## src/rtl/iu_pkg.sv

```systemverilog
// Shared types and constants for the integer pixel upscaler.
package iu_pkg;

   // Default line buffer depth in pixels
   localparam int MAX_WIDTH_DEF = 1024;

   // Field and register widths
   localparam int PIXEL_W     = 24;
   localparam int SCALE_W     = 7;
   localparam int ROW_WIDTH_W = 11;
   localparam int CSR_DATA_W  = 11;
   localparam int CSR_INDEX_W = 1;

   // Largest enlargement factor honored
   localparam logic [SCALE_W-1:0] SCALE_MAX = 7'd100;
   localparam logic [SCALE_W-1:0] SCALE_MIN = 7'd1;

   // Value carried by a padding byte
   localparam logic [PIXEL_W-1:0] PAD_BYTE = 24'h000000;

   // Request action codes
   localparam logic ACT_WRITE = 1'b0;
   localparam logic ACT_PULL  = 1'b1;

   // Result kind codes
   localparam logic KIND_PIXEL = 1'b0;
   localparam logic KIND_PAD   = 1'b1;

   // Register indexes
   localparam logic [CSR_INDEX_W-1:0] REG_SCALE     = 1'd0;
   localparam logic [CSR_INDEX_W-1:0] REG_ROW_WIDTH = 1'd1;

   // Result queue depth between front and back
   localparam int QUEUE_DEPTH = 4;

   // Classified result handed from front to back
   typedef struct packed {
      logic valid;
      logic kind;
      logic row_end;
      logic group_end;
   } iu_tag_type;

endpackage

```

## src/rtl/iu_back.sv

```systemverilog
// Back end: joins buffer read data with its tag and queues results.
module iu_back (
   input  logic                       clock,
   input  logic                       reset,
   input  iu_pkg::iu_tag_type         tag,
   input  logic [iu_pkg::PIXEL_W-1:0] mem_rd_data,
   output logic                       full,
   output logic                       rsp_valid,
   input  logic                       rsp_stall,
   output logic                       rsp_kind,
   output logic [iu_pkg::PIXEL_W-1:0] rsp_value,
   output logic                       rsp_row_end,
   output logic                       rsp_group_end
);
   import iu_pkg::*;

   localparam int PW = $clog2(QUEUE_DEPTH);
   localparam int NW = $clog2(QUEUE_DEPTH + 1);

   typedef struct packed {
      logic               kind;
      logic [PIXEL_W-1:0] value;
      logic               row_end;
      logic               group_end;
   } entry_type;

   iu_tag_type       s1_ff;
   entry_type        queue_ff [QUEUE_DEPTH];
   entry_type        push_entry;
   logic [PW-1:0]    head_ff, tail_ff;
   logic [NW-1:0]    count_ff, count_in;
   logic             push, pop;

   // Tag is registered to line up with the registered buffer read
   always_ff @(posedge clock) begin
      if (reset) begin
         s1_ff <= '0;
      end else begin
         s1_ff <= tag;
      end
   end

   assign push = s1_ff.valid;
   assign pop  = rsp_valid & ~rsp_stall;

   // Pad bytes carry zero, pixels carry the buffer data
   always_comb begin
      push_entry.kind      = s1_ff.kind;
      push_entry.value     = (s1_ff.kind == KIND_PAD) ? PAD_BYTE : mem_rd_data;
      push_entry.row_end   = s1_ff.row_end;
      push_entry.group_end = s1_ff.group_end;
   end

   // Queue storage
   always_ff @(posedge clock) begin
      if (push) begin
         queue_ff[tail_ff] <= push_entry;
      end
   end

   // Queue pointers and occupancy
   always_comb begin
      count_in = count_ff;
      case ({push, pop})
         2'b10:   count_in = count_ff + NW'(1);
         2'b01:   count_in = count_ff - NW'(1);
         default: count_in = count_ff;
      endcase
   end

   always_ff @(posedge clock) begin
      if (reset) begin
         head_ff  <= '0;
         tail_ff  <= '0;
         count_ff <= '0;
      end else begin
         if (push) begin
            tail_ff <= tail_ff + PW'(1);
         end
         if (pop) begin
            head_ff <= head_ff + PW'(1);
         end
         count_ff <= count_in;
      end
   end

   // Hold off new transactions when queue plus in-flight slot could overflow
   assign full = (32'(count_ff) + 32'(s1_ff.valid)) >= QUEUE_DEPTH;

   assign rsp_valid     = count_ff != '0;
   assign rsp_kind      = queue_ff[head_ff].kind;
   assign rsp_value     = queue_ff[head_ff].value;
   assign rsp_row_end   = queue_ff[head_ff].row_end;
   assign rsp_group_end = queue_ff[head_ff].group_end;

endmodule

```

## config.mk

```make
export PLATFORM = sky130hd
export DESIGN_NAME = iu_back
export DESIGN_NICKNAME = d
export VERILOG_FILES = /design/src/rtl/iu_pkg.sv /design/src/rtl/iu_back.sv
export SDC_FILE = /design/constraint.sdc
export NUM_CORES = 1
export LEC_CHECK = 0
export ABC_CLOCK_PERIOD_IN_PS = 2200
export BUFFER_PORTS_ARGS = -buffer_cell sky130_fd_sc_hd__buf_2
export CAP_MARGIN = 20
export CORE_UTILIZATION = 45
export CTS_BUF_LIST = sky130_fd_sc_hd__clkbuf_4
export DETAILED_ROUTE_END_ITERATION = 8
export GPL_TIMING_DRIVEN = 0
export PLACE_DENSITY_LB_ADDON = 0.05
export SLEW_MARGIN = 20
export SYNTH_ARGS = -nofsm -noshare
export SYNTH_HDL_FRONTEND = slang
export SYNTH_SLANG_ARGS = --single-unit
```

## constraint.sdc

```tcl
create_clock -name clock -period 2.2 [get_ports clock]
set_input_delay 0.33 -clock clock [delete_from_list [all_inputs] [get_ports clock]]
set_output_delay 0.33 -clock clock [all_outputs]
set_load 0.02 [all_outputs]
```

; ---- Word-level counts from Yosys, hierarchy flattened
; Memory sizes are Yosys's and may differ from the RTL's. A register that Yosys moved wholly into a read port is not among the register bits.
; Index checks and enable logic that the tools add are counted.
[totals]
reg_bits = 11
ram_bits = 108
in_bits = 31
elab_cells = 26
n_memories = 1
[mem_list]
columns = name, depth, width, read_ports, rd_ports_with_merged_regs, write_ports, line_no
row1 = queue_ff, 4, 27, 1, 1, 1, iu_back.sv:28  ; entry_type queue_ff [QUEUE_DEPTH];
[classes]
addsub = 5
magnitude_cmp = 1
eq_ne = 2
n_mux = 6
bitwise = 2
n_reduce_logical = 2
[op_table]
columns = op, count
row1 = $mux W24, 1
row2 = $pmux W3 S2, 1
row3 = $add A2 B1 Y2 const B, 2
row4 = $add A3 B1 Y4, 1
row5 = $ge A4 B3 Y1 const B, 1
row6 = $mux W2, 2
row7 = $add A3 B1 Y3 const B, 1
row8 = $reduce_bool A3 Y1, 1
row9 = $sub A3 B1 Y3 const B, 1
row10 = $eq A2 B1 Y1 const B, 1
row11 = $eq A2 B2 Y1 const B, 1
row12 = $mux W1, 2
row13 = $reduce_bool A2 Y1, 1
row14 = $and A1 B1 Y1, 1
row15 = $not A1 Y1, 1

; ---- Logic depth before layout (Yosys ltp)
; Gate-level depths: netlist (run 1).
[depth]
ltp_word = 4
depth_mapped = 8
mapped_depth_nobuf = 8

; ---- Worst setup path before layout (run 1)
; Ideal clock, no wire load.
[synth_path]
path_kind = register -> register
from = register count_ff[0]
to = register count_ff[2]
setup_ns = 0.071
arrival_time_ns = 1.679
t_required_ns = 2.129
path_slack_ns = 0.450
stages_incl_launch_ff = 9
path_buffers = 0
synth_period_minus_slack_ns = 1.750
cell_sequence = dfxtp_1 -> nor3_2 -> nor2_1 -> ha_1 -> inv_1 -> fa_1 -> xor2_1 -> or3_1 -> a21oi_1
[synth_between]
elab_chain_cells = 4
[synth_lines]
columns = item, line_no
row1 = "start, declared", iu_back.sv:31  ; logic [NW-1:0] count_ff, count_in;
row2 = "start signal, assigned", iu_back.sv:83  ; count_ff <= count_in;
row3 = $reduce_bool A3 Y1 (*), iu_back.sv:90  ; assign rsp_valid = count_ff != '0;
row4 = $and A1 B1 Y1 (*), iu_back.sv:44  ; assign pop = rsp_valid & ~rsp_stall;
row5 = net pop, iu_back.sv:32  ; logic push, pop;
row6 = $eq A2 B1 Y1 or $eq A2 B2 Y1 (tied branches), iu_back.sv:64  ; case ({push, pop})
row7 = $pmux W3 S2 or $reduce_bool A2 Y1 (tied branches), n/a
; Mark *: on every way through the listed nets, which the timed path passes. The rest lies on a longest branch.
; A chain may end at the register's enable or synchronous reset.

==> results.cfg, run 1 <==
[outcome]
status = finished, final reports clean

[timing]
worst_pin_slew_ns = 0.726
fmax_mhz = 469
final-hold-violation-count = 0
setup_violations = 0
grt_setup_unrepaired = yes
finalHoldWorstSlack_ns = 0.169
period_share_pct = 96.9
fin_tns_setup_ns = 0
setup_slack_ns = 0.0688
slew_headroom_pct = 51.6
skew_ns = 0.0143
post-route-min-period_ns = 2.13
slew_viol_final = 0

[global_routing]
grt_max_degree = 28
antenna_found_initial = 0
grt_first_pass_wirelength_um = 12700
grt_overflow = 0
grt_pass1_vias = 2461
grt_use_total_pct = 16.2

[synthesis]
synthTopCellsByArea = edfxtp_1 69%, mux4_2 9.6%, dfxtp_1 5.6%
synth_top_cells_by_count = 108 x edfxtp_1, 29 x nor2b_1, 20 x mux4_2, 13 x dfxtp_1
yosys_warnings = 0
synth-edff-count = 108
yosysMostFrequentCell = edfxtp_1
synth.distinct_cells = 24
syn-num-nets = 264
synth_top_area_share_pct = 69.3
syn_avg_cell_area_um2 = 20.6
syn_area_um2 = 4680
synthCells = 227
yosysSeqAreaShare_pct = 74.9
ys_ff_latch = 121
synth_top_flop_cell = edfxtp_1
synth_top_area_cell = edfxtp_1
async_flop_share_pct = 0

[worst_setup_path]
crit_required_ns = 1.87
rrSetupSlack_ns = 0.31
crit_top_cell = buf_12
rr_worst_depth = 8
critPathCapture = rsp_value[23]
slowest_stage = mux4_2
critical_path_class = flop to primary output
cp_cell_sequence = buf_12, buf_12, mux4_2, buf_6
crit_fanout = 8
rr_startpoint = count_ff[0]
critPathCaptureType = primary output
reg2reg_to = count_ff[2]
cpPeakStageDelay_ns = 0.53
startpoint_type = flop
arrival_ns = 1.80

[route]
top_layer = met4
drt-initial-drc-count = 74
vias = 2327
via_per_inst = 5.03
wl_per_cell_um = 17.2
drt.antenna.violating_nets = 0
met3_wirelength_um = 301
wirelength_um = 7940
m1WireLength_um = 3470
drc = 0
wl_met2_um = 4090
firstDrtPassIters = 4

[cts]
cts_made_buffers = 17
clk_latency_ns = 0.49
cts_tree = done
clock-sinks = 121
cts.path.max_buffers = 2
ctsHtreeMaxLevel = 4
clk_pin_slew_ns = 0.10
clockRootBuffer = clkbuf_4

[layout]
layout-drive-gt1-share_pct = 40.0
n_antenna_cell = 0
final_cell_count_no_fill = 463
area_growth_pct = 23.9
final_nets = 354
post-route-cell-area_um2 = 5790
utilization_pct = 58.5
nFillCells = 797

[floorplan]
pin_count = 60
core_um2 = 9910
fp.dieH_um = 104
start_util_pct = 47.2
die_area_um2 = 10800
fp.dieW_um = 104
num_rows = 36

[worst_hold_path]
min_path_cells = 3
hold_start = rsp_stall
hold_path.class = input port to flop

[placement]
place_area_um2 = 5220
placedCellCount = 422
place_hpwl_um = 4800
portBuffers = 59
gp_congestion = 0.694
post-place-ws_ns = 0.311

[power]
power.density_nw_per_um2 = 1010
p_leak_nw = 2.02
ir_drop_mv = 0.497
power_mw = 5.84

[job]
drv_cap = 0
-- cell families after synthesis --
| logic type | count (synthesis) | share of synthesized area, % |
|---|---|---|
| buf+inv | 17 | 2.30 |
| simple gates | 44 | 5.62 |
| flops | 121 | 74.9 |
| fa+ha+maj | 6 | 1.77 |
| xor+xnor | 3 | 0.562 |
| compound gates | 7 | 0.829 |
| mux | 29 | 14.0 |
-- registers in the layout, summed over array words and instances (netlist names), named ones only --
register and cells:
queue_ff 108, count_ff 3, push_entry 3, head_ff 2
tail_ff 2, push 1
-- where the power goes --
group	switching (mW)	internal, mW	leakage [nW]	total, mW
logic	0.692	0.837	0.758	1.53
clock network	0.743	0.919	0.164	1.66
registers	0.0516	2.60	1.10	2.65
total	1.49	4.36	2.02	5.84
-- cells in the final DEF (no fill, tap or decap) --
cell           synthesis  routed
mux4_2                20      25
buf_12                 2       5
buf_4                  0       3
edfxtp_1             108     108
xor2_1                 2       2
bufinv_16              0       4
clkbuf_4               0      20
dfxtp_2                0       1
nor3_2                 1       1
clkinv_1               0       5
clkinv_2               0       2
dfxtp_1               13      12
or3_1                  2       2
clkinvlp_4             0       1
o21ai_0                2       2
mux4_1                 7       2
dlygate4sd3_1          0       5
nor3b_1                1       1
ha_1                   5       5
and2_2                 0       4
clkbuf_1               4       4
clkbuf_16              0       2
a31o_2                 1       1
inv_1                  7       7
buf_2                  3      37
fa_1                   1       1
buf_6                  1      23
a21oi_1                4       4
mux2_2                 1       1
nor2b_1               29      29
buf_16                 0       2
mux2i_1                1       1
nor2_1                 7       7
xnor2_1                1       1
-- worst max-delay path, delay by kind of cell, from the launching register on --
| family | cells | cell delay (ns) |
|---|---|---|
| multiplexers | 1 | 0.53 |
| buffers and inverters | 3 | 0.43 |
| flip-flops | 1 | 0.35 |
-- cell type report --
cell class | instances | area, um2 | share of cell area (%)
flip-flops and latches | 121 | 3500 | 60.5
multi-input cells | 89 | 1050 | 18.2
repair buffers | 71 | 642 | 11.1
well taps | 133 | 166 | 2.87
clock inverters | 12 | 156 | 2.70
clock buffers | 20 | 150 | 2.59
plain buffers | 10 | 95.1 | 1.64
inverters | 7 | 26.3 | 0.454
-- per-layer routing --
metal  vias up  GRT usage, %
met5         -             0
met4         0          8.16
met3        10          5.45
met2        56          26.8
met1      1182          18.9
li1       1079             -
-- what timing repair did --
action,CTS,global route
buffers inserted,1,1
cloned,0,2
gates resized for setup,2,54
hold buffers,5,0
hold endpoints to repair,4,0
endpoints found under the setup margin,20,25
-- worst min-delay path by stage --
stage	slack [ns]	end
3_5_place_dp	0.48	queue_ff[1][0]
2_1_floorplan	0.40	push_entry[0]
4_1_cts	0.11	head_ff[0]
3_3_place_gp	0.46	queue_ff[3][1]
6_report	0.17	flop
5_1_grt	0.13	flop
No activity file was read; power rests on OpenSTA's default activity.
==> run 2: changes to the inputs <==
Settings changed: BUFFER_PORTS_ARGS -buffer_cell sky130_fd_sc_hd__buf_2 to -buffer_cell sky130_fd_sc_hd__buf_4, CTS_BUF_LIST sky130_fd_sc_hd__clkbuf_4 to sky130_fd_sc_hd__clkbuf_16.
==> run 2 against run 1 <==
Critical endpoint is now rsp_value[1]. Global-route usage fell by 0.29 points. Sequential share of layout area fell by 1.4 points. Via count fell by 3.3%. Critical path type unchanged. Wire length fell by 0.57%. Worst hold slack got worse by 0.048 ns.
==> results.cfg, run 2 (same netlist as run 1, synthesis figures left out) <==
[outcome]
status = finished, final reports clean

[worst_hold_path]
holdPathEnd = push_entry[0]
min_path_cells = 2
hold_path.class = input port to flop
hold_start = reset

[floorplan]
fp.dieH_um = 104
start_util_pct = 47.2
num_rows = 36
die_area_um2 = 10800
core_um2 = 9910
fp.dieW_um = 104
pin_count = 60

[timing]
slew_viol_final = 0
setup_violations = 0
period_share_pct = 95.4
post-route-min-period_ns = 2.10
finalHoldWorstSlack_ns = 0.120
skew_ns = 0.0109
fmax_mhz = 476
fin_tns_setup_ns = 0
worst_pin_slew_ns = 0.608
setup_slack_ns = 0.101
final-hold-violation-count = 0
grt_setup_unrepaired = no
slew_headroom_pct = 59.5

[cts]
cts_tree = done
cts_made_buffers = 17
ctsHtreeMaxLevel = 4
clk_pin_slew_ns = 0.05
clock-sinks = 121
clk_latency_ns = 0.40
post_cts_buffers = 0
ctsResizeCount = 0
cts_hold_buf = 0
cts.path.max_buffers = 2
clockRootBuffer = clkbuf_16

[placement]
post-place-ws_ns = 0.325
placedCellCount = 423
gp_congestion = 0.695
place_area_um2 = 5390
portBuffers = 59
place_hpwl_um = 4780

[route]
firstDrtPassIters = 4
drt.antenna.violating_nets = 0
drt-initial-drc-count = 67
wl_per_cell_um = 17.4
wirelength_um = 7900
via_per_inst = 4.95
vias = 2250
drc = 0

[worst_setup_path]
reg2reg_to = count_ff[2]
rr_worst_depth = 8
crit_fanout = 10
critical_path_class = flop to primary output
rrSetupSlack_ns = 0.31
rr_startpoint = count_ff[0]
critPathCaptureType = primary output
crit_required_ns = 1.87
startpoint_type = flop
arrival_ns = 1.77

[global_routing]
grt_overflow = 0
grt_use_total_pct = 15.9
grt_pass1_vias = 2344
antenna_found_initial = 0
grt_first_pass_wirelength_um = 12600
grt_max_degree = 24

[power]
ir_drop_mv = 0.633
intPower_mw = 4.90
switchingPower_mw = 1.60
seqPwrFrac_pct = 40.8
switching_share_pct = 24.7
pwr-share-clk_pct = 38.9
p_leak_nw = 2.09
combinationalPowerShare_pct = 20.3
power.density_nw_per_um2 = 1100

[layout]
final_common_cell = edfxtp_1
post-route-cell-area_um2 = 5930
multi_input_area_um2 = 1070
layout-drive-gt1-share_pct = 37.3
final_nets = 346
seqCellArea_um2 = 3500
n_antenna_cell = 0
area_growth_pct = 26.8
final_cell_count_no_fill = 455
layout_common_cells = 108 x edfxtp_1, 59 x buf_4, 29 x nor2b_1, 20 x mux4_2, 17 x clkbuf_16
largest_reg_flops = 108
regMostFlops = queue_ff
nFillCells = 764

[job]
drv_cap = 0
run 2: changes by cell type in the layout (fill, tap and decap cells not counted), sizes merged:
cell	delta
inv	+2
clkbuf	-5
clkinvlp	+1
bufinv	-2
dlygate4sd3	-5
clkinv	+2
buf	-1
run 2: metrics by stage:
step / total power [mW] / utilization (%)
floorplan: 3.59 / -
global placement: 4.02 / 53.3
detailed placement: 4.04 / 54.4
CTS: 6.57 / 59.9
global route: 6.76 / 59.9
finish: 6.50 / 59.9
run 2: worst max-delay path by stage:
stage | slack (ns) | cells past startpoint | startpoint | end
after floorplan | 0.45 | 8 | count_ff[0] | count_ff[2]
after global routing | 0.01 | 4 | flop | rsp_value[8]
after detailed placement | 0.32 | 8 | count_ff[0] | count_ff[2]
after CTS | 0.06 | 4 | flop | rsp_value[14]
after global placement | -0.03 | 2 | push | queue_ff[0][10]
final | 0.10 | 4 | flop | rsp_value[1]
run 2: final cells by class:
cell class | instances | area share [%]
repair buffers | 63 | 9.07
clock buffers | 17 | 7.17
well taps | 133 | 2.81
plain buffers | 10 | 1.37
flip-flops and latches | 121 | 59.1
clock inverters | 15 | 2.02
multi-input cells | 89 | 18.1
inverters | 7 | 0.443
run 2: power by group through the flow:
stage	combinational [mW]	clock (mW)	sequential, mW
after floorplan	0.902	0	2.69
after global placement	1.32	0	2.70
after detailed placement	1.34	0	2.70
after CTS	1.35	2.57	2.65
after global routing	1.43	2.67	2.66
final	1.32	2.53	2.65
run 2: critical path, cell delays in order (launching register included):
cell and delay [ns]:
dfxtp_1 0.30, buf_2 0.21, buf_2 0.31, mux4_2 0.37
buf_4 0.18
run 2: routing by layer:
metal / wire length [um] / up-vias / GRT usage (%)
met4: 81 / 0 / 7.04
met1: 3670 / 1133 / 20.9
met2: 3900 / 48 / 25.0
met3: 241 / 5 / 4.26
li1: - / 1064 / -
met5: 0 / - / 0
==> run 3: changes to the inputs <==
Settings changed: ABC_AREA set to 1, CORE_ASPECT_RATIO set to 0.7, REMOVE_ABC_BUFFERS set to 1.
==> run 3 against run 2 <==
Sequential share of layout area increased by 1.3 points. Fmax rose by 1.9%. First-iteration DRC count is 110% higher. Non-clock buffer count down 13. Clock power down 8%. Via count increased by 31%. Utilization decreased by 3.9 points. Critical path depth unchanged. Critical path type unchanged. Largest cell class unchanged. Largest power group unchanged.
==> results.cfg, run 3 <==
[synthesis]
synth_adder_area_share_pct = 1.71
yosysMostFrequentCell = edfxtp_1
synth-xor-area-share_pct = 0
synthTopCellsByArea = edfxtp_1 67%, nor2_1 6.8%, dfxtp_1 5.4%
synthCells = 387
synth_top_family_by_area = compound AO/OA/AOI/OAI gates
synth_top_flop_cell = edfxtp_1
synth.distinct_cells = 22
synthSimpleGateAreaFrac_pct = 8.16
syn_area_um2 = 4830
async_flop_share_pct = 0
synth_top_cells_by_count = 108 x edfxtp_1, 87 x nor2_1, 45 x inv_1, 35 x o21ai_0, 27 x o22ai_1
ys_ff_latch = 121
synth-compound-area-share_pct = 10.4
synthMuxAreaShare_pct = 0
syn_avg_cell_area_um2 = 12.5
yosys_warnings = 0
synth_top_area_cell = edfxtp_1
yosysSeqAreaShare_pct = 72.5
synth-edff-count = 108
synth_top_area_share_pct = 67.2

[timing]
post-route-min-period_ns = 2.06
worst_pin_slew_ns = 0.707
setup_violations = 0
fmax_mhz = 486
slew_headroom_pct = 52.9
period_share_pct = 93.6
final-hold-violation-count = 0
grt_setup_unrepaired = no
slew_viol_final = 0
skew_ns = 0.00810
finalHoldWorstSlack_ns = 0.107

[global_routing]
grt_max_degree = 55
grt_pass1_vias = 2688
antenna_found_initial = 0
grt_use_total_pct = 17.9
grt_first_pass_wirelength_um = 14300
grt_overflow = 0

[route]
top_layer = met4
drt-initial-drc-count = 143
met3_wirelength_um = 304
via_per_inst = 4.97
vias = 2948
wl_per_cell_um = 15.6
drt.antenna.violating_nets = 0
wl_met2_um = 4380
m1WireLength_um = 4410
firstDrtPassIters = 4
drc = 0
wirelength_um = 9270

[worst_setup_path]
arrival_ns = 1.73
cp_cell_sequence = buf_16, o21ai_0, o22ai_1, buf_4
critPathCaptureType = primary output
slowest_stage = dfxtp_4
critical_path_class = flop to primary output
cpPeakStageDelay_ns = 0.55
startpoint_type = flop
crit_fanout = 30
crit_required_ns = 1.87

[power]
power_mw = 6.24
pwr-share-clk_pct = 37.4
ir_drop_mv = 0.614
combinationalPowerShare_pct = 19.2
seqPwrFrac_pct = 43.4
p_leak_nw = 2.29
intPower_mw = 4.51
power.density_nw_per_um2 = 1070
switching_share_pct = 27.8
switchingPower_mw = 1.73

[layout]
regMostFlops = queue_ff
final_nets = 485
largest_reg_flops = 108
final_common_cell = edfxtp_1
post-route-cell-area_um2 = 5820
area_growth_pct = 20.5
final_cell_count_no_fill = 593
utilization_pct = 56.0
layout_common_cells = 108 x edfxtp_1, 87 x nor2_1, 59 x buf_4, 48 x inv_1, 35 x o21ai_0
n_antenna_cell = 0
layout-drive-gt1-share_pct = 19.5

[floorplan]
fp.dieW_um = 126
core_um2 = 10400
pin_count = 60
die_area_um2 = 11200
fp.dieH_um = 88.7
start_util_pct = 46.5
num_rows = 31

[placement]
place_area_um2 = 5310
place_hpwl_um = 4970
portBuffers = 59
placedCellCount = 561
gp_congestion = 0.753

[outcome]
status = finished, final reports clean

[cts]
cts_made_buffers = 17
clockRootBuffer = clkbuf_16
clk_latency_ns = 0.41
clock-sinks = 121
clk_pin_slew_ns = 0.05
ctsHtreeMaxLevel = 4
cts_tree = done
cts.path.max_buffers = 2

[job]
drv_cap = 0

[worst_hold_path]
hold_path.class = input port to flop
## run 3: changes by cell type in the layout (fill, tap and decap cells not counted), sizes merged, moves of 3 or more
cell	previous run	this run
and2	4	0
buf	69	60
clkbuf	21	18
inv	9	53
mux4	27	0
nand2	0	11
nand3	0	3
nor2	7	87
nor2b	29	0
o21ai	2	58
o22ai	0	27
## run 3: metrics by stage
stage	setup slack (ns)	setup TNS, ns
2_1_floorplan	0.105	0
3_3_place_gp	-0.814	-21.08
3_5_place_dp	-0.166	-3.51
4_1_cts	0.110	0
5_1_grt	0.0317	0
6_report	0.141	0
## run 3: layout make-up
class / instances / area, um2
Timing Repair Buffer: 60 / 470
Fill cell: 884 / 4570
Clock inverter: 14 / 55.1
Multi-Input combinational cell: 201 / 980
Inverter: 47 / 189
Tap cell: 132 / 165
Sequential cell: 121 / 3510
Clock buffer: 18 / 450
## run 3: final timing paths
check / startpoint / endpoint / slack (ns) / cells past startpoint
min: reset / push_entry[26] / 0.11 / 2
max: flop / rsp_value[14] / 0.14 / 4
max reg2reg: count_ff[0] / count_ff[2] / 0.54 / 11
min reg2reg: count_ff[0] / count_ff[0] / 0.46 / 1
## run 3: what timing repair did
action | in CTS | in global routing
endpoints found under the setup margin | 27 | 0
hold buffers | 0 | 0
resized for setup | 3 | 0
buffers inserted | 0 | 0
## run 3: critical path: cells and delay by family (launching register included)
kind | cells | cell delay, ns
AOI/OAI and AO/OA | 2 | 0.34
buffers and inverters | 2 | 0.41
DFF | 1 | 0.55
## run 3: power by group through the flow
stage	clock, mW	combinational [mW]	sequential (mW)
after global placement	0	1.13	2.79
after CTS	2.37	1.22	2.71
after detailed placement	0	1.21	2.75
after floorplan	0	0.699	2.73
after global routing	2.47	1.32	2.72
final	2.34	1.20	2.71
## run 3: cell families after synthesis
group	after synthesis
buf+inv	65
compound gates	93
flops	121
simple gates	102
fa+ha+maj	6
## run 3: per-layer routing
| metal | vias to the layer above | GRT usage, % |
|---|---|---|
| met4 | 0 | 10.8 |
| met3 | 11 | 4.17 |
| met2 | 61 | 28.9 |
| met1 | 1398 | 22.6 |
| met5 | - | 0 |
| li1 | 1478 | - |
