**config.mk**
```make
export PLATFORM = sky130hd
export DESIGN_NAME = iu_front
export DESIGN_NICKNAME = d
export VERILOG_FILES = /design/src/rtl/iu_pkg.sv /design/src/rtl/iu_front.sv
export SDC_FILE = /design/constraint.sdc
export NUM_CORES = 1
export LEC_CHECK = 0
export BUFFER_PORTS_ARGS = -buffer_cell sky130_fd_sc_hd__buf_2
export CORE_MARGIN = 4
export CORE_UTILIZATION = 61
export CTS_CLUSTER_DIAMETER = 60
export DETAILED_ROUTE_END_ITERATION = 7
export PLACE_DENSITY = 0.82
export SYNTH_ARGS = -nofsm -noshare
export SYNTH_HDL_FRONTEND = slang
export SYNTH_SLANG_ARGS = --single-unit
```
**constraint.sdc**
```tcl
create_clock -name clock -period 5.7 [get_ports clock]
set_clock_uncertainty 0.05 [all_clocks]
set_input_delay 0.57 -clock clock [delete_from_list [all_inputs] [get_ports clock]]
set_output_delay 0.57 -clock clock [all_outputs]
set_load 0.02 [all_outputs]
```
**src/rtl/iu_pkg.sv**
```systemverilog
// Shared types and constants for the integer pixel upscaler.
package iu_pkg;

   // Default line buffer depth in pixels
   localparam int MAX_WIDTH_DEF = 1024;

   // Field and register widths
   localparam int PIXEL_W     = 24;
   localparam int SCALE_W     = 7;
   localparam int ROW_WIDTH_W = 11;
   localparam int CSR_DATA_W  = 11;
   localparam int CSR_INDEX_W = 1;

   // Largest enlargement factor honored
   localparam logic [SCALE_W-1:0] SCALE_MAX = 7'd100;
   localparam logic [SCALE_W-1:0] SCALE_MIN = 7'd1;

   // Value carried by a padding byte
   localparam logic [PIXEL_W-1:0] PAD_BYTE = 24'h000000;

   // Request action codes
   localparam logic ACT_WRITE = 1'b0;
   localparam logic ACT_PULL  = 1'b1;

   // Result kind codes
   localparam logic KIND_PIXEL = 1'b0;
   localparam logic KIND_PAD   = 1'b1;

   // Register indexes
   localparam logic [CSR_INDEX_W-1:0] REG_SCALE     = 1'd0;
   localparam logic [CSR_INDEX_W-1:0] REG_ROW_WIDTH = 1'd1;

   // Result queue depth between front and back
   localparam int QUEUE_DEPTH = 4;

   // Classified result handed from front to back
   typedef struct packed {
      logic valid;
      logic kind;
      logic row_end;
      logic group_end;
   } iu_tag_type;

endpackage

```
**src/rtl/iu_front.sv**
```systemverilog
// Front end: config registers, fill/emit control and result classification.
module iu_front #(
   parameter int MAX_WIDTH = iu_pkg::MAX_WIDTH_DEF,
   parameter int AW        = (MAX_WIDTH > 1) ? $clog2(MAX_WIDTH) : 1
) (
   input  logic                           clock,
   input  logic                           reset,
   // config port
   input  logic                           csr_write,
   input  logic [iu_pkg::CSR_INDEX_W-1:0] csr_index,
   input  logic [iu_pkg::CSR_DATA_W-1:0]  csr_wdata,
   // request channel
   input  logic                           req_valid,
   input  logic                           req_stall,
   input  logic                           req_action,
   // line buffer access
   output logic                           mem_wr_en,
   output logic [AW-1:0]                  mem_wr_addr,
   output logic                           mem_rd_en,
   output logic [AW-1:0]                  mem_rd_addr,
   // classified result toward the back end
   output iu_pkg::iu_tag_type             tag
);
   import iu_pkg::*;

   localparam int CW = $clog2(MAX_WIDTH + 1);
   localparam logic [CW-1:0] WIDTH_MAX = CW'(MAX_WIDTH);

   // Config registers
   logic [SCALE_W-1:0]     scale_ff;
   logic [ROW_WIDTH_W-1:0] row_width_ff;

   // Control state
   logic [CW-1:0]      fill_count_ff, fill_count_in;
   logic [CW-1:0]      out_column_ff, out_column_in;
   logic [SCALE_W-1:0] copy_index_ff, copy_index_in;
   logic [SCALE_W-1:0] row_index_ff, row_index_in;
   logic [1:0]         pad_index_ff, pad_index_in;
   logic               emitting_ff, emitting_in;

   logic [SCALE_W-1:0] n_eff;
   logic [CW-1:0]      w_eff;
   logic [1:0]         pad_cnt;
   logic [3:0]         pad_prod;
   logic               accept;
   logic               col_done;
   logic               row_last;

   // Config writes
   always_ff @(posedge clock) begin
      if (reset) begin
         scale_ff     <= SCALE_MIN;
         row_width_ff <= ROW_WIDTH_W'(1);
      end else if (csr_write) begin
         case (csr_index)
            REG_SCALE:     scale_ff     <= csr_wdata[SCALE_W-1:0];
            REG_ROW_WIDTH: row_width_ff <= csr_wdata[ROW_WIDTH_W-1:0];
            default: ;
         endcase
      end
   end

   // Clamp registers to their meaningful ranges
   always_comb begin
      if (scale_ff < SCALE_MIN) begin
         n_eff = SCALE_MIN;
      end else if (scale_ff > SCALE_MAX) begin
         n_eff = SCALE_MAX;
      end else begin
         n_eff = scale_ff;
      end
      if (row_width_ff == '0) begin
         w_eff = CW'(1);
      end else if (32'(row_width_ff) > 32'(MAX_WIDTH)) begin
         w_eff = WIDTH_MAX;
      end else begin
         w_eff = CW'(row_width_ff);
      end
   end

   // Padding bytes per row: (width * scale) mod 4
   assign pad_prod = 2'(w_eff) * n_eff[1:0];
   assign pad_cnt  = pad_prod[1:0];

   assign accept = req_valid & ~req_stall;

   // Next-state and classification
   always_comb begin
      fill_count_in = fill_count_ff;
      out_column_in = out_column_ff;
      copy_index_in = copy_index_ff;
      row_index_in  = row_index_ff;
      pad_index_in  = pad_index_ff;
      emitting_in   = emitting_ff;
      mem_wr_en     = 1'b0;
      mem_rd_en     = 1'b0;
      col_done      = 1'b0;
      row_last      = 1'b0;
      tag           = '0;

      if (accept && req_action == ACT_WRITE && !emitting_ff) begin
         // store one pixel; switch to emission once the row is complete
         if (fill_count_ff < w_eff) begin
            mem_wr_en     = 1'b1;
            fill_count_in = fill_count_ff + CW'(1);
         end
         if (fill_count_in >= w_eff) begin
            emitting_in   = 1'b1;
            out_column_in = '0;
            copy_index_in = '0;
            row_index_in  = '0;
            pad_index_in  = '0;
         end
      end else if (accept && req_action == ACT_PULL && emitting_ff) begin
         tag.valid = 1'b1;
         if (out_column_ff < w_eff) begin
            // repeated pixel
            col_done  = ({1'b0, copy_index_ff} + (SCALE_W+1)'(1)) >= {1'b0, n_eff};
            mem_rd_en = 1'b1;
            tag.kind  = KIND_PIXEL;
            row_last  = col_done && pad_cnt == 2'd0 &&
                        (({1'b0, out_column_ff} + (CW+1)'(1)) >= {1'b0, w_eff});
            if (col_done) begin
               copy_index_in = '0;
               out_column_in = out_column_ff + CW'(1);
            end else begin
               copy_index_in = copy_index_ff + SCALE_W'(1);
            end
         end else begin
            // trailing padding byte
            tag.kind     = KIND_PAD;
            row_last     = ({1'b0, pad_index_ff} + 3'd1) >= {1'b0, pad_cnt};
            pad_index_in = pad_index_ff + 2'd1;
         end

         // end of row, and possibly of the row group
         if (row_last) begin
            out_column_in = '0;
            copy_index_in = '0;
            pad_index_in  = '0;
            if (({1'b0, row_index_ff} + (SCALE_W+1)'(1)) >= {1'b0, n_eff}) begin
               tag.group_end = 1'b1;
               row_index_in  = '0;
               emitting_in   = 1'b0;
               fill_count_in = '0;
            end else begin
               row_index_in = row_index_ff + SCALE_W'(1);
            end
         end
         tag.row_end = row_last;
      end
   end

   assign mem_wr_addr = fill_count_ff[AW-1:0];
   assign mem_rd_addr = out_column_ff[AW-1:0];

   // State registers
   always_ff @(posedge clock) begin
      if (reset) begin
         fill_count_ff <= '0;
         out_column_ff <= '0;
         copy_index_ff <= '0;
         row_index_ff  <= '0;
         pad_index_ff  <= '0;
         emitting_ff   <= 1'b0;
      end else begin
         fill_count_ff <= fill_count_in;
         out_column_ff <= out_column_in;
         copy_index_ff <= copy_index_in;
         row_index_ff  <= row_index_in;
         pad_index_ff  <= pad_index_in;
         emitting_ff   <= emitting_in;
      end
   end

endmodule

```
[Yosys cells after proc, flatten, opt, wreduce, memory -nomap -nowiden]
Cells that the tools add are included.
Widths: inputs -> output; s select.
Cells by class
  add/subtract/negate cells: 9
  multiply operators: 1
  $lt $le $gt $ge: 10
  eq/ne operators: 2
  muxes and demuxes: 49
  bitwise operators: 4
  reduce and logical (&&, ||, !) cells: 22
Operators with widths (number)
  $mux 11: 14
  $mux 7: 12
  $add 11x1->11 const B: 2
  $lt 11x11->1: 2
  $add 7x1->8 const B: 2
  $ge 8x7->1: 2
  $mux 1: 16
  $add 7x1->7 const B: 2
  $add 11x1->12 const B: 1
  $ge 12x11->1: 1
  $reduce_and 3->1: 4
  $ge 11x11->1: 1
  $gt 11x11->1 const B: 1
  $logic_not 11->1: 1
  $mux 2: 5
  $mux 4: 2
  $reduce_and 4->1: 2
  $gt 7x7->1 const B: 1
  $lt 7x1->1 const B: 1
  $logic_and 1x1->1: 6
  $reduce_bool 2->1: 3
  $reduce_bool 3->1: 2
  $reduce_and 2->1: 2
  $add 2x1->3 const B: 1
  other kinds (9): 11
Word-level totals
  register bits after elaboration: 57
  bits of input ports: 18
  output and inout port bits: 26
  logic and storage cells: 105

[Logic depth before layout (Yosys ltp)]
Gate-level depths: netlist of run 1.
  depth after elaboration: 13
  depth in mapped cells: 20
  gate-level depth less buffers: 19

[Least setup slack after synthesis of run 1]
Ideal clock, no wire load.
  kind: reg2reg
  from: reg row_width_ff[4]
  to: reg copy_index_ff[3]
  setup time: 0.126 ns
  arrival time: 4.296 ns
  path slack: 1.228 ns
  cell stages (with the launch flop): 21
  buffers on the path: 1
  period minus slack after synthesis: 4.472 ns
  cells stage by stage: dfxtp_1 nor4_4 nand3_1 o21ai_0 nand2_1 ha_1 a21oi_1 o221ai_1 a32oi_1 nand4_4 nor4_1 xor2_1 ha_1 nand2_1 nor3_1 o31a_1 o21ai_0 clkbuf_1 a211oi_1 xnor2_1 nor2_1
On the way
  longest elaborated chain between the ends: 13
  elaborated cells on any way between the ends: 24
RTL lines
  from (decl): line iu_front.sv:31  | logic [ROW_WIDTH_W-1:0] row_width_ff;
  from (signal assigned): line iu_front.sv:57  | REG_ROW_WIDTH: row_width_ff <= csr_wdata[ROW_WIDTH_W-1:0];
  $gt 11x11->1: line iu_front.sv:74  | end else if (32'(row_width_ff) > 32'(MAX_WIDTH)) begin
  $mux 11: line iu_front.sv:74
  $mux 11 *: line iu_front.sv:72  | if (row_width_ff == '0) begin
  parallel branches: the longest is 10 deep, another holds $lt 11x11->1
  to (signal assigned): line iu_front.sv:169  | copy_index_ff <= copy_index_in;
  to (decl): line iu_front.sv:36  | logic [SCALE_W-1:0] copy_index_ff, copy_index_in;
Mark *: on every way between the ends. The select of a mux whose other input is x is not followed.
A chain may end at the register's enable or synchronous reset.

[Worst setup path in the final report of run 1]
  from: reg row_width_ff[4]
  to: reg out_column_ff[2]
On the way
  longest elaborated chain between the ends: 13
  elaborated cells on any way between the ends: 25
RTL lines
  $gt 11x11->1: line iu_front.sv:74
  $mux 11: line iu_front.sv:74
  $mux 11 *: line iu_front.sv:72
  parallel branches: the longest is 10 deep, another holds $lt 11x11->1
  to (signal assigned): line iu_front.sv:168  | out_column_ff <= out_column_in;
  to (decl): line iu_front.sv:35  | logic [CW-1:0] out_column_ff, out_column_in;
Marks and branches as above.

==> run summary, run 1 <==
Status = finished clean
CTS tree = done
# rows = 32
Hpwl dp = 9070 um
CTS Sinks = 57
Initial Util = 62.3%
Worst-path clk slew = 0.08 ns
Buffers on Ports = 43
Drt first pass iters = 5
Num ports = 44
Synth Instances = 615
Max-cap violations = 0
Sequential share of the synthesized area = 23.8%
Power density over the cells = 194 nW/um2
YS warnings = 0
Tmin final = 5.10 ns
Clock Path Buffers = 2
Routed WL = 12100 um
Setup CP Type = flop to flop
Top FF cell, synth = dfxtp_1
Critical R2R Launch = row_width_ff[4]
Die H = 96.6 um
# fillers = 682
Total power = 0.00100 W
Worst Path Arrival = 5.33 ns
Netlist cell types = 59
Actual slew at the worst max-slew pin = 0.837 ns
DR vias = 4505
Via count of the first global-routing pass = 4157
Die X = 96.6 um
First-pass GRT wire length = 19600 um
RSZ-0062 raised after global routing = false
Crit-path max FO = 11
Core Area = 7690 um2
Setup crit end kind = flop
Average wire per standard cell = 16.2 um
Design Area, Final = 5160 um2
# setup viols final = 0
Hold Path End = row_width_ff[10]
Clock root cell = clkbuf_8
Post-Syn Nets = 697
Post-synth EDFFs = 0
Die ar. = 9330 um2
Min-Delay Startpoint = csr_wdata[10]
R2R Path End = out_column_ff[2]
Relative slew slack = 42.8%
Placed instance area = 4950 um2
Setup slack at placement = 0.671 ns
Synthesis-stage register bit count = 57
Slew Viols, Final = 0
Nets = 720
Area growth, synth to finish = 7.74%
Antenna violations before repair = 0
Fmax = 196 MHz
CP Launch Type = flop
Number of DRC markers in iteration 0 = 252
Setup Fix Bufs, Post-CTS = 0
Largest net degree at the start of global routing = 28
Post-Syn Area = 4790 um2
# hold bufs at CTS = 0
Hold Crit Class = primary input to flop
Overall Global Routing Usage = 26.7%
Peak supply drop = 122 uV
CTS HTree Levels = 3
Worst EP required = 5.94 ns
Post-route DRC = 0
ANT cells = 0
Final hold viol count = 0
Post-route clock period utilization = 89.4%
Mapped Avg Cell Area = 7.78 um2
Worst R2R Setup Slack = 0.60 ns
Fin worst setup slack = 0.601 ns
Setup tns final = 0 ns
Layout cells sized above 1 = 12.3%
Final ANT Viol Nets = 0
Hold path cells = 3
Total grt overflow = 0
Total CTS buffers = 9
Ys async rst share = 0%
Placer Congestion = 0.915
Skew-Pair Late Insertion Delay = 0.36 ns
Vias/cell = 6.05
R2R cell count = 19
LEAKAGE = 2.26 nW
Post-CTS resize count = 0
-- worst max path at each step --
stage                         start  cells past startpoint  slack [ns]               end
finish              row_width_ff[4]                     19        0.60  out_column_ff[2]
global route        row_width_ff[4]                     19        0.08  out_column_ff[0]
CTS                 row_width_ff[4]                     19        0.64  out_column_ff[2]
detailed placement  row_width_ff[4]                     19        0.67  out_column_ff[2]
global placement    row_width_ff[4]                     19        0.94  out_column_ff[2]
floorplan           row_width_ff[4]                     20        1.23  copy_index_ff[3]
-- area by class of cell --
type / instances / area, um2 / area share [%]
inverters: 28 / 105 / 2.04
multi-input cells: 494 / 3330 / 64.5
flip-flops and latches: 57 / 1140 / 22.1
clock buffers: 9 / 124 / 2.40
repair buffers: 48 / 253 / 4.90
well taps: 102 / 128 / 2.48
clock inverters: 7 / 80.1 / 1.55
-- synth_stat cells (3+ instances only) --
master	n	share of area, %
o211ai_1	11	1.7
clkbuf_1	13	1.0
o31ai_1	3	0.47
buf_4	20	3.1
a221oi_1	4	0.73
nand3_1	35	3.7
nand2_1	96	7.5
a211oi_1	8	1.3
o21a_1	6	0.94
xnor2_1	16	2.9
o21ai_0	34	3.6
a21o_1	7	1.1
buf_2	3	0.31
or2_2	3	0.39
dfxtp_1	57	24
nor3_1	12	1.3
a2111o_1	3	0.71
xor2_1	16	2.9
a21oi_1	42	4.4
nor2b_1	5	0.65
mux2i_1	9	1.9
nand2b_1	8	1.0
inv_1	27	2.1
nand4_1	6	0.78
nor2_1	42	3.3
a211o_1	3	0.55
nor4_1	4	0.52
ha_1	63	16
and3_1	14	1.8
a31oi_1	5	0.65
-- worst max-delay path: stages, from the launching register on --
cell	delay [ns]
dfxtp_1	0.35
nor4_4	0.31
nand3_1	0.10
o21ai_0	0.22
nand2_1	0.18
ha_1	0.33
a21oi_1	0.14
o221ai_1	0.13
a32oi_1	0.42
nand4_4	0.18
nor4_1	0.53
xor2_1	0.15
ha_1	0.35
nand2_1	0.09
nor3_1	0.27
o31a_1	0.18
o21a_1	0.26
and4_1	0.52
o211ai_1	0.15
o21ai_0	0.09
-- sequential cells by signal, summed over array words and instances (netlist names) --
name           cells
row_width_ff      11
pad_index_ff       2
scale_ff           7
row_index_ff       7
emitting_ff        1
fill_count_ff     11
copy_index_ff      7
out_column_ff     11
-- metrics by stage --
step,util [%],hold slack (ns),std cells
final,67.1,0.390,745
after global routing,67.1,0.391,745
after CTS,67.1,0.384,745
after detailed placement,64.4,0.418,729
after global placement,64.4,0.410,729
after floorplan,-,0.399,615
-- kinds of logic (layout without fill, tap and decap cells) --
group / after synthesis / in the layout / synth area share [%]
AND/OR/NAND/NOR: 241 / 241 / 24.3
AO/OA/AOI/OAI: 147 / 147 / 20.3
adder cells (fa/ha/maj): 64 / 64 / 16.9
buffers and inverters: 64 / 92 / 6.67
flip-flops: 57 / 57 / 23.8
XOR/XNOR: 32 / 32 / 5.86
multiplexers: 10 / 10 / 2.12
-- metal layers --
layer / GRT usage [%] / routed length (um) / share of wire (%)
met1: 33.1 / 5190 / 43
met5: 0 / 0 / 0
met3: 5.50 / 699 / 5.8
met2: 45.5 / 5880 / 49
met4: 9.70 / 323 / 2.7
-- report_power, final --
part           total (W)  internal [W]  switching [W]
clock network   0.000395      0.000205       0.000190
logic           0.000186     0.0000673       0.000118
registers       0.000419      0.000407      0.0000119
-- cells in the final DEF (no fill, tap or decap), drive strengths merged, types with 4 or more instances in the layout --
master / count
nand3: 36
mux2i: 9
buf: 48
xnor2: 16
a31oi: 5
ha: 63
dfxtp: 57
inv: 29
o211ai: 11
o21a: 6
a21oi: 42
nor3: 12
nor2b: 5
a211oi: 8
clkbuf: 9
o21ai: 36
nor4: 6
and3: 14
a221oi: 4
nor2: 42
nand2: 96
nand2b: 8
a21o: 7
or2: 4
nand4: 7
xor2: 16
Power figures use the tool's default switching activity.
==> run 2: changes to the inputs <==
PLACE_DENSITY = 0.91   (was 0.82)
SLEW_MARGIN = 5   (was unset)
==> run 2 against run 1 <==
  * Fmax fell by 1.9%
  * Total power increased by 9.1%
  * Die area is the same
  * Non-clock buffer count increased by 1
  * Critical path type unchanged
==> run summary, run 2 (synthesis results as in run 1) <==
Status = finished clean (unchanged)
Net Switching = 0.000314 W (was 0.000320 W)
Average wire per standard cell = 17.0 um (was 16.2 um)
Post-CTS resize count = 0 (unchanged)
# hold bufs at CTS = 0 (unchanged)
Worst R2R Setup Slack = 0.50 ns (was 0.60 ns)
Peak supply drop = 117 uV (was 122 uV)
Sequential Power Share = 38.5% (was 42.0%)
Vias/cell = 6.44 (was 6.05)
Commonest cells after routing, fill and taps aside = nand2_1 (96), ha_1 (63), dfxtp_1 (57) (unchanged)
Slowest stage delay, CP = 0.56 ns (was 0.53 ns)
Initial Util = 62.3% (unchanged)
Critical path's slowest cell = nor4_1 (unchanged)
Area growth, synth to finish = 8.71% (was 7.74%)
CTS HTree Levels = 3 (unchanged)
Crit-path max FO = 11 (unchanged)
Setup crit end kind = flop (unchanged)
Largest registers = fill_count_ff x11, out_column_ff x11, row_width_ff x11 (unchanged)
Number of DRC markers in iteration 0 = 347 (was 252)
Placer Congestion = 0.946 (was 0.915)
Worst-path clk slew = 0.07 ns (was 0.08 ns)
Grt peak-use layer = met2 (unchanged)
Antenna violations before repair = 0 (unchanged)
Largest net degree at the start of global routing = 28 (unchanged)
GR Util met1 = 32.4% (was 33.1%)
Buffers on Ports = 43 (unchanged)
RSZ-0062 raised after global routing = false (unchanged)
Clock root cell = clkbuf_8 (unchanged)
Slew Viols, Final = 0 (unchanged)
Most common cell after layout, fill and taps aside = nand2_1 (unchanged)
Post-route DRC = 0 (unchanged)
Drt first pass iters = 6 (was 5)
Layout Cells excl Fill = 746 (was 745)
ANT cells = 0 (unchanged)
Fmax = 192 MHz (was 196 MHz)
Die H = 96.6 um (unchanged)
CTS Sinks = 57 (unchanged)
Routed WL = 12700 um (was 12100 um)
CP Launch Type = flop (unchanged)
Max-cap violations = 0 (unchanged)
Setup tns final = 0 ns (unchanged)
Hold Crit Class = primary input to flop (unchanged)
Hpwl dp = 9460 um (was 9070 um)
# setup viols final = 0 (unchanged)
Total CTS buffers = 9 (unchanged)
Sw Ratio = 28.8% (was 32.0%)
First-pass GRT wire length = 20800 um (was 19600 um)
Nets = 721 (was 720)
Worst Path Arrival = 5.41 ns (was 5.33 ns)
Combinational power share = 17.3% (was 18.6%)
Actual slew at the worst max-slew pin = 0.884 ns (was 0.837 ns)
Clk pwr share = 44.2% (was 39.5%)
Num ports = 44 (unchanged)
Global Route met3 Usage = 4.57% (was 5.50%)
Final hold viol count = 0 (unchanged)
Skew-Pair Late Insertion Delay = 0.35 ns (was 0.36 ns)
Total grt overflow = 0 (unchanged)
Die X = 96.6 um (unchanged)
Core Area = 7690 um2 (unchanged)
Die ar. = 9330 um2 (unchanged)
DR vias = 4804 (was 4505)
Ordered cell list for the critical path = nor4_4, nand3_1, o21ai_0, nand2_1, ha_1, a21oi_1, o221ai_1, a32oi_1, nand4_4, nor4_1, xor2_1, ha_1, nand2_1, nor3_1, o31a_1, o21a_1, and4_1, nand3_1, o21ai_0 (was nor4_4, nand3_1, o21ai_0, nand2_1, ha_1, a21oi_1, o221ai_1, a32oi_1, nand4_4, nor4_1, xor2_1, ha_1, nand2_1, nor3_1, o31a_1, o21a_1, and4_1, o211ai_1, o21ai_0)
Worst EP required = 5.91 ns (was 5.94 ns)
Overall Global Routing Usage = 28.2% (was 26.7%)
Post-route clock period utilization = 91.2% (was 89.4%)
Clock Path Buffers = 2 (unchanged)
Cells after DPL = 730 (was 729)
Final ANT Viol Nets = 0 (unchanged)
Setup CP Type = flop to flop (unchanged)
Setup Fix Bufs, Post-CTS = 0 (unchanged)
LEAKAGE = 2.30 nW (was 2.26 nW)
Relative slew slack = 39.5% (was 42.8%)
Via count of the first global-routing pass = 4577 (was 4157)
Met2 Use GR = 50.1% (was 45.5%)
Tmin final = 5.20 ns (was 5.10 ns)
# rows = 32 (unchanged)
Internal = 0.000776 W (was 0.000680 W)
Power density over the cells = 210 nW/um2 (was 194 nW/um2)
CTS tree = done (unchanged)
Layout cells sized above 1 = 12.4% (was 12.3%)
-- run 2: cell types whose count changed in the layout (fill, tap and decap cells not counted), sizes merged --
cell	delta
inv	-1
clkbuf	+1
bufinv	+2
buf	+1
clkinvlp	-2
-- run 2: layout make-up --
type | count | area (um2)
multi-input cells | 494 | 3330
fillers | 630 | 2480
flip-flops and latches | 57 | 1140
repair buffers | 49 | 260
clock buffers | 10 | 138
well taps | 102 | 128
clock inverters | 6 | 105
inverters | 28 | 105
-- run 2: stage by stage --
| stage | instance area (um2) | hold slack, ns | power [W] | util (%) | worst slack (ns) |
|---|---|---|---|---|---|
| final | 5200 | 0.396 | 0.00109 | 67.7 | 0.504 |
| after floorplan | 4790 | 0.399 | 0.000560 | - | 1.23 |
| after detailed placement | 4960 | 0.414 | 0.000610 | 64.5 | 0.632 |
| after global routing | 5200 | 0.406 | 0.00113 | 67.7 | 0.113 |
| after global placement | 4960 | 0.407 | 0.000600 | 64.5 | 0.971 |
| after CTS | 5200 | 0.394 | 0.00108 | 67.7 | 0.599 |
-- run 2: worst paths after layout --
kind	start	endpoint	cells past startpoint
setup / recovery	row_width_ff[4]	out_column_ff[3]	19
hold / removal	csr_wdata[0]	row_width_ff[0]	3
setup reg to reg	row_width_ff[4]	out_column_ff[3]	19
hold reg to reg	row_width_ff[9]	row_width_ff[9]	2
-- run 2: per-layer routing --
metal,wire length (um),part of all wire [%]
met3,948,7.5
met2,6420,50
met5,0,0
met4,462,3.6
met1,4890,38
-- run 2: power by group through the flow --
stage / Sequential (W) / Clock, W / Combinational, W
6_report: 0.000420 / 0.000482 / 0.000188
5_1_grt: 0.000421 / 0.000499 / 0.000206
4_1_cts: 0.000419 / 0.000479 / 0.000184
3_5_place_dp: 0.000429 / 0 / 0.000181
3_3_place_gp: 0.000428 / 0 / 0.000173
2_1_floorplan: 0.000426 / 0 / 0.000134
-- run 2: critical path: cells and delay by family, from the launching register on --
| kind | cells | cell delay [ns] |
|---|---|---|
| adders and majority gates | 2 | 0.70 |
| DFF | 1 | 0.35 |
| AOI/OAI and AO/OA | 7 | 1.48 |
| xor gates and xnor gates | 1 | 0.16 |
| and+or+nand+nor | 9 | 2.38 |
==> run 3: changes to the inputs <==
ABC_AREA = 1   (was unset)
PLACE_DENSITY = 0.9   (was 0.91)
SLEW_MARGIN = 20   (was 5)
==> run 3 against run 2 <==
  * The run now ends with design-rule violations left
  * Count of clock-buffer cells in the layout shrank 1
  * Critical endpoint is now copy_index_ff[0]
  * Non-clock buffer count is 6 lower
  * Cell count grew 14%
  * Core utilization up 0.17 points
  * Design area grew 1.3%
  * Sequential share of layout area is 0.28 points lower
  * Largest cell class unchanged
==> run summary, run 3 <==
Worst Path Buf+Inv = 3 (was 0)
Average wire per standard cell = 14.2 um (was 17.0 um)
# rows = 32 (unchanged)
Slowest stage delay, CP = 0.46 ns (was 0.56 ns)
# setup viols final = 0 (unchanged)
Relative slew slack = 30.4% (was 39.5%)
Final hold viol count = 0 (unchanged)
Total grt overflow = 0 (unchanged)
Synth area leaders = dfxtp_1 (23%), ha_1 (16%), nand2_1 (11%) (was dfxtp_1 (24%), ha_1 (16%), nand2_1 (7.5%))
Sw Ratio = 37.1% (was 28.8%)
Skew-Pair Late Insertion Delay = 0.35 ns (about the same)
Die ar. = 9550 um2 (was 9330 um2)
Post-Syn Nets = 805 (was 697)
Clock Path Buffers = 2 (unchanged)
Setup tns final = 0 ns (unchanged)
CTS tree = done (unchanged)
Num ports = 44 (unchanged)
Final ANT Viol Nets = 0 (unchanged)
Clock root cell = clkbuf_8 (unchanged)
Hold Crit Class = primary input to flop (unchanged)
Initial Util = 63.2% (was 62.3%)
Hold path cells = 3 (unchanged)
Setup CP Type = flop to flop (unchanged)
Buffers on Ports = 43 (unchanged)
Sequential share of the synthesized area = 23.2% (was 23.8%)
Worst R2R Setup Slack = 0.58 ns (was 0.50 ns)
Post-route DRC = 1 (was 0)
RSZ-0062 raised after global routing = false (unchanged)
Critical R2R Launch = row_width_ff[4] (unchanged)
Synth Instances = 723 (was 615)
Sequential Power Share = 32.7% (was 38.5%)
Post-synth EDFFs = 0 (unchanged)
Worst EP required = 5.93 ns (was 5.91 ns)
First-pass GRT wire length = 20200 um (was 20800 um)
Top FF cell, synth = dfxtp_1 (unchanged)
Peak supply drop = 134 uV (was 117 uV)
Actual slew at the worst max-slew pin = 1.04 ns (was 0.884 ns)
Post-CTS resize count = 0 (unchanged)
Die X = 97.7 um (was 96.6 um)
LEAKAGE = 2.69 nW (was 2.30 nW)
Most common cell after layout, fill and taps aside = nand2_1 (unchanged)
Yosys top cell area share = 23.2% (was 23.8%)
Area growth, synth to finish = 7.37% (was 8.71%)
Crit path max-delay family = simple AND/OR/NAND/NOR gates (unchanged)
Cell with the most instances after synthesis = nand2_1 (unchanged)
Post-route clock period utilization = 89.7% (was 91.2%)
Routed WL = 12100 um (was 12700 um)
Combinational power share = 33.1% (was 17.3%)
Net Switching = 0.000514 W (was 0.000314 W)
Post-Syn Area = 4910 um2 (was 4790 um2)
Commonest cells after routing, fill and taps aside = nand2_1 (145), inv_1 (101), nor2_1 (83) (was nand2_1 (96), ha_1 (63), dfxtp_1 (57))
CTS HTree Levels = 3 (unchanged)
Tmin final = 5.12 ns (was 5.20 ns)
Netlist cell types = 41 (was 59)
Failing checks = design-rule violations
Crit-path max FO = 23 (was 11)
Fmax = 195 MHz (was 192 MHz)
Setup crit end kind = flop (unchanged)
Internal = 0.000871 W (was 0.000776 W)
Clk pwr share = 34.2% (was 44.2%)
Hold Path End = row_width_ff[0] (unchanged)
# hold bufs at CTS = 0 (unchanged)
Layout cells sized above 1 = 15.2% (was 12.4%)
DR vias = 4716 (was 4804)
Global Route met3 Usage = 4.88% (was 4.57%)
Power density over the cells = 263 nW/um2 (was 210 nW/um2)
Antenna violations before repair = 0 (unchanged)
Number of DRC markers in iteration 0 = 295 (was 347)
# fillers = 665 (was 630)
Total CTS buffers = 9 (unchanged)
R2R cell count = 25 (was 19)
ANT cells = 0 (unchanged)
CP Launch Type = flop (unchanged)
Hpwl dp = 9340 um (was 9460 um)
Largest registers = fill_count_ff x11, out_column_ff x11, row_width_ff x11 (unchanged)
Grt peak-use layer = met2 (unchanged)
YS warnings = 0 (unchanged)
Overall Global Routing Usage = 25.6% (was 28.2%)
R2R Path End = copy_index_ff[0] (was out_column_ff[3])
Worst-path clk slew = 0.07 ns (about the same)
Setup Fix Bufs, Post-CTS = 0 (unchanged)
Die H = 97.7 um (was 96.6 um)
Min-Delay Startpoint = csr_wdata[0] (unchanged)
Largest net degree at the start of global routing = 40 (was 28)
Via count of the first global-routing pass = 4463 (was 4577)
Met2 Use GR = 43.8% (was 50.1%)
Status = finished, violations left (was finished clean)
Ys async rst share = 0% (unchanged)
GR Util met1 = 30.4% (was 32.4%)
Mapped Avg Cell Area = 6.79 um2 (was 7.78 um2)
Placer Congestion = 0.937 (was 0.946)
Synthesis-stage register bit count = 57 (unchanged)
Nets = 826 (was 721)
Worst Path Arrival = 5.34 ns (was 5.41 ns)
Synth cell count leaders = nand2_1 (145), inv_1 (102), nor2_1 (83) (was nand2_1 (96), ha_1 (63), dfxtp_1 (57))
Vias/cell = 5.54 (was 6.44)
Critical path's slowest cell = a21oi_1 (was nor4_1)
Cell taking the most area after synthesis = dfxtp_1 (unchanged)
Final Core Density = 67.8% (was 67.7%)
CTS Sinks = 57 (unchanged)
Drt first pass iters = 8 (was 6)
Max-cap violations = 0 (unchanged)
CP most frequent cell = a21oi_1
Core Area = 7770 um2 (was 7690 um2)
Slew Viols, Final = 0 (unchanged)
run 3: changes by cell type after synthesis, sizes merged, moves of 7 or more:
| cell | change |
|---|---|
| nand2 | +69 |
| a21oi | +21 |
| xnor2 | -15 |
| o211ai | -10 |
| inv | +78 |
| mux2i | -9 |
| nor2 | +46 |
| nand2b | -8 |
| a211oi | -7 |
| and3 | -14 |
| a21o | -7 |
run 3: cell families (layout without fill, tap and decap cells):
group,after synthesis,count (layout),synth area share (%)
xor gates and xnor gates,22,22,3.93
DFF,57,57,23.2
adders and majority gates,64,64,16.5
AOI/OAI and AO/OA,114,114,12.9
buffers and inverters,139,165,12.7
and+or+nand+nor,327,327,30.8
run 3: how the worst max path moves through the flow:
| stage | start | endpoint | slack, ns | cells after the start |
|---|---|---|---|---|
| floorplan | row_width_ff[4] | out_column_ff[4] | 1.88 | 27 |
| global placement | row_width_ff[4] | copy_index_ff[0] | 1.08 | 25 |
| detailed placement | row_width_ff[2] | copy_index_ff[0] | 0.69 | 25 |
| CTS | row_width_ff[2] | copy_index_ff[0] | 0.65 | 25 |
| global route | row_width_ff[2] | copy_index_ff[5] | 0.04 | 25 |
| finish | row_width_ff[4] | copy_index_ff[0] | 0.58 | 25 |
run 3: area by class of cell:
| cell class | count | area, um2 | share of cell area [%] |
|---|---|---|---|
| Tap cell | 102 | 128 | 2.42 |
| Multi-Input combinational cell | 527 | 3150 | 59.7 |
| Clock inverter | 7 | 119 | 2.26 |
| Timing Repair Buffer | 43 | 215 | 4.08 |
| Inverter | 106 | 398 | 7.55 |
| Sequential cell | 57 | 1140 | 21.7 |
| Clock buffer | 9 | 124 | 2.35 |
run 3: layer usage:
layer	wire length, um	share of wire [%]
met1	4980	41
met2	5930	49
met3	746	6.2
met4	433	3.6
met5	0	0
run 3: worst min-delay path: stages:
cell and delay, ns:
buf_2 0.10, nand2_1 0.05, nand3_1 0.05
run 3: power by group through the flow:
stage          clock network (W)  logic [W]  registers [W]
6_report                0.000473   0.000458       0.000454
5_1_grt                 0.000497   0.000516       0.000457
4_1_cts                 0.000476   0.000454       0.000453
3_5_place_dp                   0   0.000450       0.000462
3_3_place_gp                   0   0.000427       0.000460
2_1_floorplan                  0   0.000368       0.000453
run 3: per-stage QoR:
step | hold slack (ns) | std cells | setup WS (ns) | area (um2) | total power (W)
global placement | 0.421 | 835 | 1.08 | 5030 | 0.000888
floorplan | 0.394 | 723 | 1.88 | 4910 | 0.000821
CTS | 0.409 | 851 | 0.649 | 5270 | 0.00138
detailed placement | 0.419 | 835 | 0.695 | 5030 | 0.000912
finish | 0.412 | 851 | 0.584 | 5270 | 0.00139
global route | 0.432 | 851 | 0.0433 | 5270 | 0.00147
